File: src/rtl/pps_pkg.sv
// ----------------------------------------------------------------------------
// Poll scheduler package
// Shared widths, codes and record types for the periodic poll scheduler.
// ----------------------------------------------------------------------------
`default_nettype none

package pps_pkg;

   localparam int MAX_CHANNELS_DEF = 64;
   localparam int DEV_W            = 8;
   localparam int KIND_W           = 8;
   localparam int PERIOD_W         = 32;
   localparam int STEP_W           = 16;
   localparam logic [STEP_W-1:0] STEP_RESET = 16'd1000;

   localparam logic OP_ADD   = 1'b0;
   localparam logic OP_TICK  = 1'b1;
   localparam logic RES_ADD  = 1'b0;
   localparam logic RES_POLL = 1'b1;

   typedef enum logic [1:0] {
      ADD_OK   = 2'd0,
      ADD_FULL = 2'd1,
      ADD_DUP  = 2'd2
   } add_status_type;

   // One table entry
   typedef struct packed {
      logic [DEV_W-1:0]    device;
      logic [KIND_W-1:0]   kind;
      logic [PERIOD_W-1:0] period;
      logic [PERIOD_W-1:0] countdown;
   } entry_type;

   // One result transaction
   typedef struct packed {
      logic                result_kind;
      add_status_type      add_status;
      logic [DEV_W-1:0]    request_device;
      logic [KIND_W-1:0]   request_channel;
      logic                group_last;
      logic                tick_last;
   } rsp_item_type;

endpackage

`default_nettype wire

File: src/rtl/pps_divider.sv
// ----------------------------------------------------------------------------
// Poll scheduler period divider
// Restoring divider, one quotient bit per cycle.
// ----------------------------------------------------------------------------
`default_nettype none

module pps_divider (
   input  wire logic                           clock,
   input  wire logic                           reset,
   input  wire logic                           start,
   input  wire logic [pps_pkg::PERIOD_W-1:0]   dividend,
   input  wire logic [pps_pkg::STEP_W-1:0]     divisor,
   output logic                                done,
   output logic [pps_pkg::PERIOD_W-1:0]        quotient
);
   import pps_pkg::*;

   localparam int CNT_W = $clog2(PERIOD_W + 1);

   logic                busy_ff, busy_in;
   logic                done_ff, done_in;
   logic [CNT_W-1:0]    cnt_ff, cnt_in;
   logic [STEP_W-1:0]   div_ff, div_in;
   logic [STEP_W-1:0]   rem_ff, rem_in;
   logic [PERIOD_W-1:0] quo_ff, quo_in;
   logic [STEP_W:0]     shifted;
   logic [STEP_W:0]     div_x;
   logic                ge;

   always_comb begin
      shifted = {rem_ff, quo_ff[PERIOD_W-1]};
      div_x   = {1'b0, div_ff};
      ge      = (shifted >= div_x);
      busy_in = busy_ff;
      done_in = 1'b0;
      cnt_in  = cnt_ff;
      div_in  = div_ff;
      rem_in  = rem_ff;
      quo_in  = quo_ff;
      if (start) begin
         busy_in = 1'b1;
         cnt_in  = CNT_W'(PERIOD_W);
         div_in  = divisor;
         rem_in  = '0;
         quo_in  = dividend;
      end else if (busy_ff) begin
         rem_in = ge ? STEP_W'(shifted - div_x) : STEP_W'(shifted);
         quo_in = {quo_ff[PERIOD_W-2:0], ge};
         cnt_in = cnt_ff - CNT_W'(1);
         if (cnt_ff == CNT_W'(1)) begin
            busy_in = 1'b0;
            done_in = 1'b1;
         end
      end
   end

   always_ff @(posedge clock) begin
      if (reset) begin
         busy_ff <= 1'b0;
         done_ff <= 1'b0;
      end else begin
         busy_ff <= busy_in;
         done_ff <= done_in;
      end
      cnt_ff <= cnt_in;
      div_ff <= div_in;
      rem_ff <= rem_in;
      quo_ff <= quo_in;
   end

   assign done     = done_ff;
   assign quotient = quo_ff;

endmodule

`default_nettype wire

File: config.mk
export PLATFORM = sky130hd
export DESIGN_NAME = pps_divider
export DESIGN_NICKNAME = d
export VERILOG_FILES = /design/src/rtl/pps_pkg.sv /design/src/rtl/pps_divider.sv
export SDC_FILE = /design/constraint.sdc
export NUM_CORES = 1
export LEC_CHECK = 0
export ABC_AREA = 1
export ABC_CLOCK_PERIOD_IN_PS = 6700
export BUFFER_PORTS_ARGS = -buffer_cell sky130_fd_sc_hd__buf_2
export CORE_ASPECT_RATIO = 1.75
export CORE_MARGIN = 2
export CORE_UTILIZATION = 45
export DETAILED_ROUTE_END_ITERATION = 6
export HOLD_SLACK_MARGIN = 0.06
export PLACE_DENSITY = 0.68
export SYNTH_ARGS = -nofsm -noshare
export SYNTH_HDL_FRONTEND = slang
export SYNTH_SLANG_ARGS = --single-unit
File: constraint.sdc
create_clock -name clock -period 6.7 [get_ports clock]
set_input_delay 1.34 -clock clock [delete_from_list [all_inputs] [get_ports clock]]
set_output_delay 1.34 -clock clock [all_outputs]
set_load 0.03 [all_outputs]
Yosys cells after proc, flatten, opt, wreduce, memory -nomap -nowiden:

Cells that the tools add are included.

* $add $sub $neg: 2
* reduce and logical (&&, ||, !) cells: 2
* bitwise logic cells: 1
* multiplexer cells: 7
* $lt $le $gt $ge: 1
* eq/ne operators: 1

Operators with widths (number)
* 32-bit 2-to-1 mux: 2
* 17-bit by 16-bit greater-or-equal comparator with 1-bit output: 1
* 16-bit 2-to-1 mux: 1
* 16-bit subtractor: 1
* 6-bit by 1-bit == test with 1-bit output, second input constant: 1
* 6-bit by 1-bit subtractor with 6-bit output, second input constant: 1
* 1-bit 2-to-1 mux: 4
* 3-bit OR reduction: 1
* 2-bit nonzero test: 1
* 1-bit inverter: 1

* flip-flop bits (word level): 72
* word-level logic and storage cells: 20
* output and inout port bits: 33
* bits of input ports: 51

Depth between registers and ports, before layout:

* word-level depth: 4
* depth in mapped cells: 14
* mapped depth without buffers: 14

Worst setup path before layout:

No wires, ideal clock.

* path type: input to register
* start point: input start
* end point: register quo_ff[0], in the netlist quotient[0] (enable)
* cell stages on the path: 4
* arrival: 2.784 ns
* library setup time: 0.409 ns
* slack: 3.507 ns
* path through: buf_2 > nor2_1 > inv_1 > clkbuf_1

* longest elaborated chain between the ends: 1

Ends and longest elaborated chain
* start: declaration: RTL line pps_divider.sv:10 `input wire logic start,`
* 2-bit nonzero test (no source line)
* end signal: assignment: RTL line pps_divider.sv:68 `quo_ff <= quo_in;`
* end: declaration: RTL line pps_divider.sv:25 `logic [PERIOD_W-1:0] quo_ff, quo_in;`

No other way between the ends.
A chain may end at the register's enable or synchronous reset.

Worst setup path in the final report:

* start point: input start
* end point: register quo_ff[0], in the netlist quotient[0] (data pin)

* longest elaborated chain between the ends: 1

Ends and longest elaborated chain
* 32-bit 2-to-1 mux: RTL line pps_divider.sv:40 `if (start) begin`
* via quo_in[0]: RTL line pps_divider.sv:25

The timed path passes the listed nets, and every way through them passes these cells.

==> results_dict.tcl <==
set metrics [dict create \
    outcome "finished clean" \
    finalCriticalPeriod_ns 3.24 \
    drt_iter0_drc 181 \
    dieWidth_microns 75.7 \
    initial_core_util 0.463 \
    core_sq_mm 0.00873 \
    cts_setup_buffers 0 \
    ant_nets 0 \
    required_ns 6.75 \
    yosysWarnings 0 \
    via_count 3527 \
    chipHeight_microns 129 \
    port_buffers 83 \
    multiInputGateArea_sq_mm 0.00176 \
    syn_area_sq_mm 0.00404 \
    layout_commonest_cell "nand2_1" \
    p_per_area_mw_per_mm2 244 \
    clkTransAtPathRegs_ns 0.06 \
    max-cap-violations 0 \
    dieArea_sq_mm 0.00979 \
    synth_seq_cells 72 \
    postCtsResizedCells 0 \
    vias_per_cell 4.86 \
    critPathArrivalTime_ns 3.28 \
    area_growth_pct 20.1 \
    pin_count 84 \
    endpoint_kind "flop" \
    vdd_drop_max_mv 0.153 \
    dr.pass1.iters 5 \
    drive_gt1_frac 0.194 \
    top_layer "met4" \
    slew_headroom 0.389 \
    syn-num-nets 589 \
    grt_setup_unrepaired "false" \
    regArea_sq_mm 0.00192 \
    grt-ovfl-total 0 \
    nNetsFinal 674 \
    antenna_found_initial 0 \
    hold_buffers 0 \
    skew_ns 0.00666 \
    rows 45 \
    diodes 0 \
    finalPower_uw 1180 \
    cts_tree "yes" \
    period_share 0.483 \
    final_cell_mix "216 x nand2_1, 83 x buf_2, 75 x inv_1" \
    globalplace.congestion 0.980 \
    clock-sinks 72 \
    grt_pass1_vias 3513 \
    track_usage 0.206 \
    syn_inst 519 \
    tightest_slew_ns 0.911 \
    wl_per_cell_microns 12.6 \
    fin_hold_ws_ns 0.473 \
    start_kind "input pin" \
    place_area_sq_mm 0.00456 \
    drc_errors 0 \
    totalWireLength_microns 9160 \
    crit_type "input pin to flop" \
    avgSynthCellArea_sq_um 7.79 \
    clock_path_buffers 2 \
    design_area_sq_mm 0.00485 \
    dp_hpwl_microns 6850 \
    root_buffer "clkbuf_16" \
    p_leak_uw 0.00253 \
    drt-met1-wl_microns 3650 \
    fin_setup_tns_ns 0 \
    min_path_type "flop to flop" \
    hold_viol_final 0 \
    cts_made_buffers 9 \
    nFillCells 810 \
    setup_viol 0 \
    htreeDepth 3 \
    slew_viol_final 0 \
    slowest_stage "clkinv_1" \
    fmaxAchievable_ghz 0.309 \
    grt_pass1_wl_microns 15500 \
    synth_cell_types 38 \
    worstPathMaxFanout 37 \
    synth_seq_area_share 0.475 \
    clock_latency_ns 0.33 \
    route.met3.wl_microns 280 \
    slowest_delay_ns 0.82 \
    grt_max_degree 38 \
    wl_met2_microns 4910 \
    crit_path_cell_trace "buf_2, buf_4, clkinv_1, nor2_1, a31oi_1" \
]
-- kinds of logic (layout without fill, tap and decap cells) --
kind of cell,Yosys count,after routing,share of synthesized area
AOI/OAI and AO/OA,29,29,0.0418
buffers and inverters,92,182,0.0901
and+or+nand+nor,301,301,0.319
DFF,72,72,0.475
adders and majority gates,19,19,0.0607
xor gates and xnor gates,6,6,0.0130
-- where the power goes --
group	total [uW]	switching [uW]	leakage, uW	internal (uW)
Clock	470	180	0.000137	290
Sequential	531	16.8	0.000680	514
Combinational	182	124	0.00171	58.4
Total	1180	320	0.00253	862
-- per-layer routing --
layer	GRT usage	vias up
met5	0	-
met4	0.0980	0
met3	0.0365	23
met2	0.364	78
met1	0.232	1616
li1	-	1810
-- cell type report --
type                            count  area share
Sequential cell                    72       0.396
Inverter                           80      0.0619
Multi-Input combinational cell    355       0.362
Tap cell                          117      0.0302
Clock buffer                       12      0.0487
Clock inverter                      4      0.0113
Timing Repair Buffer               86      0.0902
-- sequential cells by signal, indices dropped and copies added, names as in the netlist --
signal,count
rem_ff,16
div_ff,16
quotient,32
busy_ff,1
cnt_ff,6
done,1
-- through the flow --
stage / std cells / util / setup WS, ns
2_1_floorplan: 519 / - / 3.51
3_3_place_gp: 710 / 0.523 / 3.13
3_5_place_dp: 710 / 0.523 / 3.10
4_1_cts: 726 / 0.556 / 3.43
5_1_grt: 726 / 0.556 / 3.14
6_report: 726 / 0.556 / 3.46
-- worst max-delay path, delay by kind of cell --
kind | cells | cell delay, ns
and+or+nand+nor | 1 | 0.30
buffers and inverters | 3 | 1.54
AOI/OAI and AO/OA | 1 | 0.06
-- cells in the mapped netlist --
cell type | instances | area, sq um
nor2_2 | 3 | 18.8
nor2_4 | 1 | 11.3
o211ai_1 | 1 | 7.51
buf_1 | 1 | 3.75
a211oi_1 | 1 | 7.51
nor2_1 | 17 | 63.8
o21ai_0 | 8 | 40.0
and3_1 | 1 | 6.26
ha_1 | 18 | 225
fa_1 | 1 | 20.0
clkinv_1 | 1 | 3.75
nand2_2 | 2 | 12.5
inv_2 | 4 | 15.0
buf_8 | 1 | 15.0
xor2_1 | 1 | 8.76
or2_0 | 1 | 6.26
a21oi_2 | 1 | 8.76
nor3_1 | 6 | 30.0
nand3b_1 | 7 | 52.6
nand3_2 | 4 | 40.0
nand2_1 | 216 | 811
buf_2 | 3 | 15.0
dfxtp_1 | 24 | 480
o21ai_2 | 2 | 17.5
clkbuf_1 | 6 | 22.5
nand3_1 | 35 | 175
a31oi_1 | 1 | 6.26
buf_4 | 1 | 7.51
o22ai_1 | 1 | 6.26
edfxtp_1 | 48 | 1440
inv_1 | 75 | 282
nand2_4 | 2 | 22.5
xnor2_1 | 5 | 43.8
a21oi_1 | 10 | 50.1
o21bai_1 | 2 | 15.0
nor3b_1 | 2 | 15.0
nand4_1 | 4 | 25.0
o21ai_1 | 2 | 10.0
-- worst paths after layout --
kind | from | to | slack [ns] | cells after the start
setup / recovery | start | quotient[0] | 3.46 | 5
hold / removal | rem_ff[12] | rem_ff[12] | 0.47 | 2
hold reg to reg | rem_ff[12] | rem_ff[12] | 0.47 | 2
setup reg to reg | div_ff[12] | rem_ff[4] | 4.37 | 9
No activity file was read; power rests on OpenSTA's default activity.
